[src/hw/rtl/u8s_pkg.sv]
// shared types and byte-class constants for the utf-8 byte sanitizer
package u8s_pkg;

  // byte constants
  localparam logic [7:0] ASCII_MAX  = 8'h7F;
  localparam logic [7:0] CONT_MIN   = 8'h80;
  localparam logic [7:0] CONT_MAX   = 8'hBF;
  localparam logic [7:0] LEAD2_MIN  = 8'hC2;
  localparam logic [7:0] LEAD2_MAX  = 8'hDF;
  localparam logic [7:0] LEAD3_MIN  = 8'hE0;
  localparam logic [7:0] LEAD3_MAX  = 8'hEF;
  localparam logic [7:0] LEAD3_OVL  = 8'hE0;
  localparam logic [7:0] OVL_MIN    = 8'hA0;
  localparam logic [7:0] LEAD3_SUR  = 8'hED;
  localparam logic [7:0] SUR_MAX    = 8'h9F;
  localparam logic [7:0] SPACE_BYTE = 8'h20;

  // most bytes one input transaction can release
  localparam int unsigned MAX_RES = 3;

  // decode result for one input byte
  typedef struct packed {
    logic [1:0]      num;       // bytes released, 0..3
    logic [2:0][7:0] data;      // released bytes, slot 0 first
    logic [1:0]      cnt_nxt;   // held byte count after this byte
    logic            hold0;     // capture input byte as held lead
    logic            hold1;     // capture input byte as held continuation
  } u8s_dec_t;

  // one queued result transaction
  typedef struct packed {
    logic [7:0] data;
    logic       last;
  } u8s_ent_t;

endpackage

[src/hw/rtl/u8s_decode.sv]
// combinational sequence decoder: judges one byte against the held bytes
module u8s_decode (
  input  logic [7:0]        cur_byte,
  input  logic              cur_last,
  input  logic [1:0]        pend_cnt,
  input  logic [7:0]        pend0,
  input  logic [7:0]        pend1,
  output u8s_pkg::u8s_dec_t dec
);
  import u8s_pkg::*;

  logic       cur_cont;
  logic       p0_lead2;
  logic       tri_ok;
  logic       fr_hold;
  logic [7:0] fr_byte;

  // byte classes
  assign cur_cont = (cur_byte >= CONT_MIN) && (cur_byte <= CONT_MAX);
  assign p0_lead2 = (pend0 >= LEAD2_MIN) && (pend0 <= LEAD2_MAX);
  assign tri_ok   = !((pend0 == LEAD3_OVL) && (pend1 < OVL_MIN)) &&
                    !((pend0 == LEAD3_SUR) && (pend1 > SUR_MAX));

  // judging the byte as a fresh one
  assign fr_hold = (((cur_byte >= LEAD2_MIN) && (cur_byte <= LEAD2_MAX)) ||
                    ((cur_byte >= LEAD3_MIN) && (cur_byte <= LEAD3_MAX))) && !cur_last;
  assign fr_byte = (cur_byte <= ASCII_MAX) ? cur_byte : SPACE_BYTE;

  // release and hold decisions
  always_comb begin
    dec = '0;
    unique case (pend_cnt)
      2'd0: begin
        dec.data[0] = fr_byte;
        dec.num     = fr_hold ? 2'd0 : 2'd1;
        dec.hold0   = fr_hold;
        dec.cnt_nxt = fr_hold ? 2'd1 : 2'd0;
      end
      2'd1: begin
        if (cur_cont) begin
          if (p0_lead2) begin
            dec.data[0] = pend0;
            dec.data[1] = cur_byte;
            dec.num     = 2'd2;
          end else if (cur_last) begin
            dec.data[0] = SPACE_BYTE;
            dec.data[1] = SPACE_BYTE;
            dec.num     = 2'd2;
          end else begin
            dec.hold1   = 1'b1;
            dec.cnt_nxt = 2'd2;
          end
        end else begin
          // broken sequence, byte judged fresh after the space
          dec.data[0] = SPACE_BYTE;
          dec.data[1] = fr_byte;
          dec.num     = fr_hold ? 2'd1 : 2'd2;
          dec.hold0   = fr_hold;
          dec.cnt_nxt = fr_hold ? 2'd1 : 2'd0;
        end
      end
      default: begin
        if (cur_cont) begin
          if (tri_ok) begin
            dec.data[0] = pend0;
            dec.data[1] = pend1;
            dec.data[2] = cur_byte;
            dec.num     = 2'd3;
          end else begin
            // rejected triple: lead dropped, continuations become spaces
            dec.data[0] = SPACE_BYTE;
            dec.data[1] = SPACE_BYTE;
            dec.num     = 2'd2;
          end
        end else begin
          dec.data[0] = SPACE_BYTE;
          dec.data[1] = SPACE_BYTE;
          dec.data[2] = fr_byte;
          dec.num     = fr_hold ? 2'd2 : 2'd3;
          dec.hold0   = fr_hold;
          dec.cnt_nxt = fr_hold ? 2'd1 : 2'd0;
        end
      end
    endcase
  end

endmodule

[src/hw/rtl/utf8_byte_sanitizer.sv]
// utf-8 byte sanitizer top level: decoder, held-byte state and result queue
// release: an input transaction's released bytes enter the result queue at its
//   accepting edge; bytes of an open sequence wait for the byte that closes it
// throughput: one input byte per cycle unless in_stall, raised when the result queue
//   has fewer than three free entries; one output byte per cycle unless out_stall
// reset (rst_n low, synchronous): held-byte count and queue pointers clear, queue empty
module utf8_byte_sanitizer #(
  parameter int unsigned FIFO_DEPTH = 8   // power of two, at least 4
) (
  input  logic       clk,
  input  logic       rst_n,
  input  logic       in_valid,
  output logic       in_stall,
  input  logic [7:0] in_byte,
  input  logic       in_last,
  output logic       out_valid,
  input  logic       out_stall,
  output logic [7:0] out_byte,
  output logic       out_last
);
  import u8s_pkg::*;

  localparam int unsigned PTR_W = $clog2(FIFO_DEPTH);
  localparam int unsigned CNT_W = $clog2(FIFO_DEPTH + 1);

  logic [1:0]       pend_cnt_r;
  logic [1:0]       pend_cnt_nxt;
  logic [7:0]       pend0_r;
  logic [7:0]       pend1_r;
  u8s_dec_t         dec;
  u8s_ent_t         queue_r [FIFO_DEPTH];
  logic [PTR_W-1:0] wr_ptr_r;
  logic [PTR_W-1:0] rd_ptr_r;
  logic [CNT_W-1:0] q_cnt_r;
  logic [CNT_W-1:0] q_cnt_nxt;
  logic             in_acc;
  logic             out_acc;
  logic [1:0]       push_n;

  // sequence decode
  u8s_decode u_decode (
    .cur_byte (in_byte),
    .cur_last (in_last),
    .pend_cnt (pend_cnt_r),
    .pend0    (pend0_r),
    .pend1    (pend1_r),
    .dec      (dec)
  );

  // handshakes
  assign in_stall  = q_cnt_r > CNT_W'(FIFO_DEPTH - MAX_RES);
  assign in_acc    = in_valid && !in_stall;
  assign out_valid = q_cnt_r != '0;
  assign out_acc   = out_valid && !out_stall;
  assign push_n    = in_acc ? dec.num : 2'd0;

  // next held count, last byte of a text clears it
  assign pend_cnt_nxt = in_last ? 2'd0 : dec.cnt_nxt;

  // queue occupancy
  assign q_cnt_nxt = q_cnt_r + CNT_W'(push_n) - CNT_W'(out_acc);

  // control state
  always_ff @(posedge clk) begin
    if (!rst_n) begin
      pend_cnt_r <= 2'd0;
      wr_ptr_r   <= '0;
      rd_ptr_r   <= '0;
      q_cnt_r    <= '0;
    end else begin
      if (in_acc) begin
        pend_cnt_r <= pend_cnt_nxt;
        wr_ptr_r   <= wr_ptr_r + PTR_W'(push_n);
      end
      if (out_acc) begin
        rd_ptr_r <= rd_ptr_r + PTR_W'(1);
      end
      q_cnt_r <= q_cnt_nxt;
    end
  end

  // held bytes
  always_ff @(posedge clk) begin
    if (in_acc && dec.hold0) begin
      pend0_r <= in_byte;
    end
    if (in_acc && dec.hold1) begin
      pend1_r <= in_byte;
    end
  end

  // queue writes, up to three entries per transaction
  always_ff @(posedge clk) begin
    for (int i = 0; i < MAX_RES; i++) begin
      if (in_acc && (2'(i) < dec.num)) begin
        queue_r[wr_ptr_r + PTR_W'(i)] <= '{data: dec.data[i],
                                           last: in_last && (2'(i + 1) == dec.num)};
      end
    end
  end

  // queue head
  assign out_byte = queue_r[rd_ptr_r].data;
  assign out_last = queue_r[rd_ptr_r].last;

endmodule
[config.mk]
export PLATFORM = sky130hd
export DESIGN_NAME = utf8_byte_sanitizer
export DESIGN_NICKNAME = d
export VERILOG_FILES = /design/src/hw/rtl/u8s_pkg.sv /design/src/hw/rtl/u8s_decode.sv /design/src/hw/rtl/utf8_byte_sanitizer.sv
export SDC_FILE = /design/constraint.sdc
export NUM_CORES = 1
export LEC_CHECK = 0
export BUFFER_PORTS_ARGS = -buffer_cell sky130_fd_sc_hd__buf_2
export CAP_MARGIN = 20
export CORE_ASPECT_RATIO = 1.2
export CORE_MARGIN = 1
export CORE_UTILIZATION = 43
export DETAILED_ROUTE_END_ITERATION = 6
export PLACE_DENSITY_LB_ADDON = 0.08
export SLEW_MARGIN = 10
export SYNTH_ARGS = -nofsm -noshare
export SYNTH_HDL_FRONTEND = slang
export SYNTH_SLANG_ARGS = --single-unit
[constraint.sdc]
create_clock -name clk -period 4.49 [get_ports clk]
set_clock_uncertainty 0.15 [all_clocks]
set_input_delay 0 -clock clk [delete_from_list [all_inputs] [get_ports clk]]
set_output_delay 0 -clock clk [all_outputs]
set_load 0.02 [all_outputs]
==> run summary, run 1 <==
Max stage delay on crit path: 0.92 ns
Post-synth EDFFs: 88
Diode count: 0
Worst Hold Class: in2reg
Post-Layout Cell Count: 782
# setup viols final: 0
Cts bufs inserted: 9
Fin crit period: 3.63 ns
Post-cts repair resize count: 0
Pwr dens: 393 nW/um^2
Leakage: 2.43 nW
IO buf count: 23
Yosys cell types: 64
First-pass GRT wire length: 29.3 mm
Worst VDD drop: 0.229 mV
Latest clock arrival within the worst-skew pair: 0.36 ns
Nets@finish: 631
Post-Synthesis Cells: 596
Slew HR: 0.154
RSZ-0062 raised after global routing: no
Gr ovfl total: 0
Die X: 112 um
Post-synthesis average cell area: 10.4 um^2
Slowest library cell on the worst path: or4_1
Largest net degree at the start of global routing: 25
H-tree levels: 3
Synthesized area: 6220 um^2
Commonest non-fill, non-tap cells in the layout: edfxtp_1, o21ai_0, nand2_1, o22ai_1, nor3_1
Async S/R FF share, synth: 0
Routed WL per cell: 24.9 um
Setup ws final: 0.861 ns
Cell mode on critical path: nand2_1
Outcome: finished, violations left
Post-Place Worst Slack: 0.883 ns
Final instance area: 6800 um^2
Launching point of the worst reg2reg path: q_cnt_r[3]
Final GP Congestion: 0.883
Top Ports: 24
Total Routing Usage GR: 0.269
Slew Viols, Final: 0
Number of antenna violations at the first check in global routing: 0
Routed via count: 5097
CP bufs+invs: 1
WP data required: 4.33 ns
Fillcell total: 1299
Remaining DRCs: 2
Worst-path fanout max: 17
Area Overhead vs Synth: 9.33%
Clock sinks: 103
Maximum clock rate: 0.276 GHz
Sequential element share of the synthesized area: 0.473
Tcrit/Tclk final: 0.808
Vias in the first global route: 4794
Tightest Pin Transition: 1.26 ns
Routed WL: 19.4 mm
Commonest non-fill, non-tap cell in the layout: edfxtp_1
CTS tree: yes
CP arrival: 3.46 ns
Critical path class: reg2reg
Number of vias per cell: 6.52
Total power: 2.67 mW
CTS root buf: clkbuf_16
ANT nets after route: 0
Setup crit end kind: flip-flop
FP Rows: 47
Die Y-Extent: 134 um
Worst Hold Launch: in_byte[0]
Worst Setup SP: q_cnt_r[3]
Synthesized flop and latch total: 103
Starting density of the core: 0.446
CP startpoint kind: flip-flop
Core ar.: 13900 um^2
Drt initial violations: 540
Count of warnings emitted by yosys: 0
Ys flop type: edfxtp_1
Max-Cap Viols: 0
Placed inst area: 6410 um^2
Layout cells sized above 1: 0.152
Placed cells: 754
CTS max path bufs: 2
Failing checks: design-rule violations
Syn nets: 621
Critical-path cell list: inv_1 -> ha_1 -> nand2_1 -> a221oi_2 -> nand2_1 -> or4_1 -> o211ai_1
Die area: 15000 um^2
Pre-Repair DR Iteration Count: 7
Setup TNS: 0 ns
Clk pin slew, worst setup/hold paths: 0.07 ns
Critical path's top delay family: simple AND/OR/NAND/NOR gates
Post-detail-place hpwl: 13.8 mm
Final count of hold timing violations: 0
==> worst register-to-register path, cell delays in order, from the launching register on <==
cell	delay, ns
dfxtp_1	0.33
inv_1	0.08
ha_1	0.20
nand2_1	0.09
a221oi_2	0.49
nand2_1	0.42
or4_1	0.93
o211ai_1	0.57
==> metal layers <==
metal / global-route usage / wire length, um / up-vias
met2: 0.443 / 9370 / 254
met1: 0.333 / 7750 / 2483
met4: 0.166 / 1050 / 0
met3: 0.0423 / 1270 / 49
met5: 0 / 0 / -
li1: - / - / 2311
==> cells by family (layout without fill, tap and decap cells) <==
kind of cell,Yosys count,in the layout,share of synthesized area
compound gates,185,185,0.193
xor+xnor,8,8,0.0113
fa+ha+maj,12,12,0.0265
buf+inv,65,80,0.0495
flops,103,103,0.473
mux,30,30,0.0865
simple gates,193,193,0.160
==> stage by stage <==
| stage | utilization | hold WS (ns) |
|---|---|---|
| floorplan | - | -0.0511 |
| global placement | 0.459 | 0.114 |
| detailed placement | 0.460 | 0.118 |
| CTS | 0.488 | 0.287 |
| global route | 0.488 | 0.321 |
| finish | 0.488 | 0.286 |
==> final cells by class <==
class	instances	area [um^2]	share of cell area
well taps	171	214	0.0315
multi-input cells	428	2970	0.437
clock inverters	6	45.0	0.00662
repair buffers	50	348	0.0511
clock buffers	10	229	0.0337
inverters	14	52.6	0.00773
flip-flops and latches	103	2940	0.433
==> registers in the layout, summed over array words and instances (netlist names), named ones only <==
register,flops
q_cnt_r,4
queue_r,72
pend0_r,8
wr_ptr_r,3
pend1_r,8
rd_ptr_r,3
pend_cnt_r,2
==> power breakdown <==
part,switching [mW],total [mW],internal (mW)
Combinational,0.422,0.771,0.349
Clock,0.368,0.748,0.381
Sequential,0.0509,1.16,1.10
Total,0.841,2.67,1.83
==> final timing paths <==
| kind | to | slack [ns] | cells after the start |
|---|---|---|---|
| max reg2reg | queue_r[5][3] | 0.86 | 7 |
| max | queue_r[5][3] | 0.86 | 7 |
| min reg2reg | rd_ptr_r[1] | 0.41 | 2 |
| min | pend0_r[0] | 0.29 | 2 |
==> synthesized netlist by cell type (6+ instances only) <==
library cell  instances  area [um^2]
a21o_1               10         75.1
a21oi_1              17         85.1
a22o_1                9         78.8
a2bb2oi_1             7         61.3
a31oi_1               8         50.1
and2_1               10         62.6
buf_1                 7         26.3
buf_2                13         65.1
clkbuf_1             21         78.8
dfxtp_1              15          300
edfxtp_1             88         2640
ha_1                 10          125
inv_1                14         52.6
mux2_2               10          113
mux4_2               18          405
nand2_1              54          203
nor2_1               35          131
nor2b_1               6         37.5
nor3_1               37          185
o211ai_1              6         45.0
o21ai_0              59          295
o22ai_1              48          300
or3_1                11         68.8
==> repair_timing <==
item                      CTS  global route
hold endpoints to repair   32             0
hold buffers               12             0
buffers inserted            0             0
(Power assumes the default switching activity.)
==> run 2: changes to the inputs <==
==> constraint.sdc (replaced) <==
create_clock -name clk -period 3.6 [get_ports clk]
set_clock_uncertainty 0.15 [all_clocks]
set_input_delay 0 -clock clk [delete_from_list [all_inputs] [get_ports clk]]
set_output_delay 0 -clock clk [all_outputs]
set_load 0.02 [all_outputs]
==> run 2 against run 1 <==
The flow still finishes with violations (design-rule violations). Clock power is 39% higher. Sequential share of layout area decreased by 1.2 points. Setup slack got worse by 0.56 ns. Global-route usage shrank 0.37 points. Via count grew 0.31%. Non-clock buffer count grew 20. Worst hold slack improved by 0.021 ns. Final cell count increased by 2.6%. Critical endpoint is now queue_r[3][3]. Largest power group unchanged. Highest routed layer unchanged.
==> run summary, run 2 (synthesized netlist as in run 1, its figures left out) <==
Clock power share: 0.302 (was 0.280)
Starting density of the core: 0.446 (unchanged)
Maximum clock rate: 0.303 GHz
Nets@finish: 651 (was 631)
Final GP Congestion: 0.910 (was 0.883)
Critical path class: in2reg (was reg2reg)
Latest clock arrival within the worst-skew pair: 0.35 ns (was 0.36 ns)
Setup ws final: 0.304 ns (was 0.861 ns)
H-tree levels: 3 (unchanged)
Clock sinks: 103 (unchanged)
Pre-Repair DR Iteration Count: 7 (unchanged)
Slew HR: 0.295 (was 0.154)
Top Ports: 24 (unchanged)
Area of the multi-input gates: 2970 um^2 (unchanged)
Vias in the first global route: 4988 (was 4794)
Largest net degree at the start of global routing: 24 (was 25)
Commonest non-fill, non-tap cell in the layout: edfxtp_1 (unchanged)
Sw power: 1.02 mW (was 0.841 mW)
Diode count: 0 (unchanged)
CP arrival: 3.21 ns (was 3.46 ns)
ANT nets after route: 0 (unchanged)
Top Registers: queue_r (72), pend0_r (8), pend1_r (8) (unchanged)
Failing checks: design-rule violations (unchanged)
Tcrit/Tclk final: 0.916
Worst-path fanout max: 12 (was 17)
Fin crit period: 3.30 ns
Total power: 3.44 mW (was 2.67 mW)
Total Routing Usage GR: 0.266 (was 0.269)
Cts hold-fix bufs: 12 (unchanged)
Routed WL: 18.9 mm (was 19.4 mm)
First-pass GRT wire length: 29.2 mm (was 29.3 mm)
CTS tree: yes (unchanged)
Outcome: finished, violations left (unchanged)
Setup TNS: 0 ns (unchanged)
Number of vias per cell: 6.38 (was 6.52)
Switching part of the total: 0.296 (was 0.314)
Top reg by flops: queue_r (unchanged)
Placed cells: 774 (was 754)
Die Y-Extent: 134 um (unchanged)
Internal power consumption: 2.43 mW (was 1.83 mW)
Combinational power share: 0.278 (was 0.288)
WP data required: 3.51 ns (was 4.33 ns)
Max FFs per register: 72 (unchanged)
Number of setup buffers added after CTS: 0 (unchanged)
Routed via count: 5113 (was 5097)
Sequential power share: 0.419 (was 0.432)
FF+latch area: 2940 um^2 (unchanged)
Number of antenna violations at the first check in global routing: 0 (unchanged)
Area Overhead vs Synth: 12.4% (was 9.33%)
Post-cts repair resize count: 0 (unchanged)
IO buf count: 23 (unchanged)
Post-Place Worst Slack: 0.319 ns (was 0.883 ns)
Slew Viols, Final: 0 (unchanged)
CTS root buf: clkbuf_16 (unchanged)
Commonest non-fill, non-tap cells in the layout: edfxtp_1, o21ai_0, nand2_1, o22ai_1, nor3_1 (unchanged)
Cts bufs inserted: 9 (unchanged)
Worst VDD drop: 0.342 mV (was 0.229 mV)
Routed WL per cell: 23.6 um (was 24.9 um)
Final count of hold timing violations: 0 (unchanged)
Gr ovfl total: 0 (unchanged)
Max-Cap Viols: 0 (unchanged)
Worst Hold Class: in2reg (unchanged)
# setup viols final: 0 (unchanged)
Core ar.: 13900 um^2 (unchanged)
Layout cells sized above 1: 0.179 (was 0.152)
Drt initial violations: 469 (was 540)
Post-detail-place hpwl: 13.3 mm (was 13.8 mm)
Tightest Pin Transition: 1.06 ns (was 1.26 ns)
Pwr dens: 493 nW/um^2 (was 393 nW/um^2)
Die X: 112 um (unchanged)
Die area: 15000 um^2 (unchanged)
RSZ-0062 raised after global routing: no (unchanged)
Post-Layout Cell Count: 802 (was 782)
Setup crit end kind: flip-flop (unchanged)
CP startpoint kind: input port (was flip-flop)
Fillcell total: 1260 (was 1299)
FP Rows: 47 (unchanged)
Clk pin slew, worst setup/hold paths: 0.07 ns (about the same)
Leakage: 2.54 nW (was 2.43 nW)
CTS max path bufs: 2 (unchanged)
Remaining DRCs: 4 (was 2)
## run 2: cell count changes in the layout (fill, tap and decap cells not counted), sizes merged
cell    change
inv         -2
buf        +20
bufinv      +2
## run 2: power by group through the flow
stage	clock network, mW	registers (mW)	logic [mW]
5_1_grt	1.09	1.45	1.06
6_report	1.04	1.44	0.959
2_1_floorplan	0	1.43	0.724
3_5_place_dp	0	1.47	0.958
3_3_place_gp	0	1.47	0.944
4_1_cts	1.05	1.45	0.972
## run 2: area by class of cell
cell class / count / share of cell area
sequential: 103 / 0.421
clock buffer: 10 / 0.0327
inverter: 14 / 0.00752
tap: 171 / 0.0306
clock inverter: 6 / 0.0122
timing repair buffer: 70 / 0.0712
multi-input combinational: 428 / 0.425
## run 2: through the flow
step,instance area (um^2),util,hold WS [ns]
finish,6990,0.502,0.307
global route,6990,0.502,0.327
CTS,6990,0.502,0.306
detailed placement,6560,0.471,0.133
global placement,6550,0.470,0.131
floorplan,6220,-,-0.0511
## run 2: critical path: stages
cell and delay [ns]:
dlygate4sd3_1 0.53, buf_2 0.17, or4_4 0.55, o211ai_4 0.28
a21oi_1 0.34, or4_1 0.86, o311ai_1 0.23, buf_4 0.25
## run 2: per-layer routing
metal  wire length, um  GRT usage  vias to the layer above
met4               786      0.138                        0
met1              7550      0.345                     2413
met3              1610     0.0400                       49
met5                 0          0                        -
li1                  -          -                     2360
met2              8980      0.430                      291
## run 2: worst paths after layout
| kind | start | slack, ns | to | cells past startpoint |
|---|---|---|---|---|
| hold reg to reg | rd_ptr_r[1] | 0.41 | rd_ptr_r[1] | 2 |
| setup reg to reg | pend0_r[7] | 0.33 | q_cnt_r[2] | 12 |
| hold / removal | in_byte[0] | 0.31 | pend0_r[0] | 2 |
| setup / recovery | in_byte[2] | 0.30 | queue_r[3][3] | 8 |
==> run 3: changes to the inputs <==
--- a/config.mk
+++ b/config.mk
@@ -5,13 +5,15 @@
 export SDC_FILE = /design/constraint.sdc
 export NUM_CORES = 1
 export LEC_CHECK = 0
+export ABC_AREA = 1
 export BUFFER_PORTS_ARGS = -buffer_cell sky130_fd_sc_hd__buf_2
-export CAP_MARGIN = 20
+export CAP_MARGIN = 5
 export CORE_ASPECT_RATIO = 1.2
 export CORE_MARGIN = 1
 export CORE_UTILIZATION = 43
 export DETAILED_ROUTE_END_ITERATION = 6
 export PLACE_DENSITY_LB_ADDON = 0.08
+export RECOVER_POWER = 25
 export SLEW_MARGIN = 10
 export SYNTH_ARGS = -nofsm -noshare
 export SYNTH_HDL_FRONTEND = slang
==> run 3 against run 2 <==
Critical path type unchanged. Area after synthesis grew 9.0%. The flow now finishes without violations. Final cell count up 42%. Sequential cell count unchanged.
==> run summary, run 3 <==
Cells on worst reg2reg path: 14 (was 12)
Commonest non-fill, non-tap cells in the layout: nand2_1, nand3_1, nor2_1, edfxtp_1, o21ai_0 (was edfxtp_1, o21ai_0, nand2_1, o22ai_1, nor3_1)
Fin crit period: 3.04 ns (was 3.30 ns)
Setup crit end kind: flip-flop (unchanged)
Sequential element share of the synthesized area: 0.434 (was 0.473)
Total power: 3.59 mW (was 3.44 mW)
CP arrival: 3.13 ns (was 3.21 ns)
Post-Place Worst Slack: 0.746 ns (was 0.319 ns)
Total Routing Usage GR: 0.286 (was 0.266)
CP startpoint kind: input port (unchanged)
Vias in the first global route: 5988 (was 4988)
CTS max path bufs: 2 (unchanged)
RSZ-0062 raised after global routing: no (unchanged)
Drt initial violations: 737 (was 469)
Slew Viols, Final: 0 (unchanged)
Max-Cap Viols: 0 (unchanged)
FP Rows: 49 (was 47)
CTS tree: yes (unchanged)
Top Registers: queue_r (72), pend0_r (8), pend1_r (8) (unchanged)
Worst-path fanout max: 9 (was 12)
WHS Endpoint: queue_r[0][0] (was pend0_r[0])
Die Y-Extent: 140 um (was 134 um)
Number of vias per cell: 5.77 (was 6.38)
Setup ws final: 0.562 ns (was 0.304 ns)
FF+latch area: 2940 um^2 (unchanged)
Final count of hold timing violations: 0 (unchanged)
Area Overhead vs Synth: 9.41% (was 12.4%)
Pre-Repair DR Iteration Count: 5 (was 7)
Routed WL per cell: 19.5 um (was 23.6 um)
Hold path depth: 3 (was 2)
Number of antenna violations at the first check in global routing: 0 (unchanged)
Final GP Congestion: 0.937 (was 0.910)
First-pass GRT wire length: 34.1 mm (was 29.2 mm)
Count of warnings emitted by yosys: 0 (unchanged)
Setup TNS: 0 ns (unchanged)
Nets@finish: 953 (was 651)
Yosys cell types: 33 (was 64)
Top Ports: 24 (unchanged)
Cts bufs inserted: 9 (unchanged)
Placed inst area: 7070 um^2 (was 6560 um^2)
Final instance area: 7420 um^2 (was 6990 um^2)
ANT nets after route: 0 (unchanged)
Dominant cells by area after synthesis: edfxtp_1, nand2_1, nand3_1, nor2_1, dfxtp_1 (was edfxtp_1, mux4_2, dfxtp_1, o22ai_1, o21ai_0)
Syn nets: 926 (was 621)
R2r setup slk: 0.76 ns (was 0.33 ns)
Latest clock arrival within the worst-skew pair: 0.36 ns (was 0.35 ns)
Number of setup buffers added after CTS: 0 (unchanged)
Gr ovfl total: 0 (unchanged)
Layout cells sized above 1: 0.102 (was 0.179)
WP data required: 3.69 ns (was 3.51 ns)
Routed WL: 22.2 mm (was 18.9 mm)
Critical path class: in2reg (unchanged)
Post-synth EDFFs: 88 (unchanged)
Area leader, netlist: edfxtp_1 (unchanged)
Commonest non-fill, non-tap cell in the layout: nand2_1 (was edfxtp_1)
Post-cts repair resize count: 0 (unchanged)
Core ar.: 15200 um^2 (was 13900 um^2)
Synthesized flop and latch total: 103 (unchanged)
Routed via count: 6557 (was 5113)
CTS root buf: clkbuf_16 (unchanged)
Worst R2R End: q_cnt_r[2] (unchanged)
Slew HR: 0.290 (was 0.295)
Fillcell total: 1567 (was 1260)
H-tree levels: 3 (unchanged)
Tightest Pin Transition: 1.06 ns (about the same)
Post-Synthesis Cells: 901 (was 596)
Ys flop type: edfxtp_1 (unchanged)
Outcome: finished, final reports clean (was finished, violations left)
Remaining DRCs: 0 (was 4)
Post-synthesis average cell area: 7.53 um^2 (was 10.4 um^2)
Largest net degree at the start of global routing: 57 (was 24)
# setup viols final: 0 (unchanged)
Post-detail-place hpwl: 16.3 mm (was 13.3 mm)
Maximum clock rate: 0.329 GHz (was 0.303 GHz)
Diode count: 0 (unchanged)
Pwr dens: 484 nW/um^2 (was 493 nW/um^2)
Die X: 117 um (was 112 um)
Count leader, synth: nand2_1 (was edfxtp_1)
Area of the multi-input gates: 3410 um^2 (was 2970 um^2)
Die area: 16300 um^2 (was 15000 um^2)
Max FFs per register: 72 (unchanged)
IO buf count: 23 (unchanged)
Synthesized area: 6780 um^2 (was 6220 um^2)
Worst Hold Launch: in_last (was in_byte[0])
Clk pin slew, worst setup/hold paths: 0.06 ns (was 0.07 ns)
Async S/R FF share, synth: 0 (unchanged)
Starting density of the core: 0.446 (about the same)
Most frequent cells after synthesis: nand2_1, nand3_1, nor2_1, edfxtp_1, o21ai_0 (was edfxtp_1, o21ai_0, nand2_1, o22ai_1, nor3_1)
Yosys top cell area share: 0.390 (was 0.425)
Clock sinks: 103 (unchanged)
Top reg by flops: queue_r (unchanged)
Launching point of the worst reg2reg path: q_cnt_r[3] (was pend0_r[7])
Leakage: 3.18 nW (was 2.54 nW)
Worst Hold Class: in2reg (unchanged)
Worst VDD drop: 0.301 mV (was 0.342 mV)
Tcrit/Tclk final: 0.844 (was 0.916)
## run 3: critical path, cell delays in order
cell	delay, ns
dlygate4sd3_1	0.52
clkbuf_1	0.35
nand2_2	0.19
inv_1	0.14
nand2_1	0.08
nor2_2	0.09
nand2_2	0.11
o21ai_1	0.18
inv_1	0.08
nand2_1	0.10
nand2_1	0.08
ha_1	0.29
inv_1	0.06
ha_1	0.15
inv_1	0.05
fa_1	0.38
o21ai_0	0.18
a21oi_1	0.07
## run 3: layer usage
| layer | vias to the layer above | track usage | share of wire |
|---|---|---|---|
| met5 | - | 0 | 0 |
| met4 | 0 | 0.134 | 0.042 |
| met3 | 68 | 0.0414 | 0.073 |
| met2 | 328 | 0.462 | 0.47 |
| met1 | 3041 | 0.373 | 0.41 |
| li1 | 3120 | - | - |
## run 3: kinds of logic (layout without fill, tap and decap cells)
group	after synthesis	count (layout)	share of synthesized area
flops	103	103	0.434
buf+inv	99	131	0.0640
compound gates	96	96	0.0754
simple gates	591	591	0.402
fa+ha+maj	12	12	0.0243
## run 3: report_power, final
part           internal [mW]  total [mW]  leakage [nW]  switching (mW)
registers               1.40        1.48         0.923          0.0806
logic                  0.336        1.19          2.13           0.850
clock network          0.467       0.926         0.124           0.460
total                   2.20        3.59          3.18            1.39
## run 3: layout make-up
class                      instances  area share
clock buffer                      10      0.0309
clock inverter                     6     0.00489
inverter                          71      0.0361
multi-input combinational        699       0.459
sequential                       103       0.397
tap                              204      0.0344
timing repair buffer              44      0.0383
## run 3: repair_timing
action | 4_1_cts | 5_1_grt
hold endpoints to repair | 31 | 0
setup endpoints to repair | 0 | 0
hold buffers | 11 | 0
## run 3: how the worst max path moves through the flow
| stage | start | endpoint | slack (ns) |
|---|---|---|---|
| after detailed placement | q_cnt_r[3] | q_cnt_r[2] | 0.75 |
| final | in_byte[7] | q_cnt_r[2] | 0.56 |
| after global placement | q_cnt_r[3] | q_cnt_r[2] | 0.87 |
| after global routing | in_byte[7] | q_cnt_r[2] | 0.26 |
| after floorplan | q_cnt_r[3] | q_cnt_r[2] | 0.74 |
| after CTS | q_cnt_r[3] | q_cnt_r[2] | 0.72 |
## run 3: through the flow
step                hold WS [ns]  std cells   util
floorplan                -0.0511        901      -
finish                    0.0760       1137  0.488
global placement           0.111       1110  0.465
detailed placement         0.111       1110  0.465
global route              0.0748       1137  0.488
CTS                       0.0440       1137  0.490
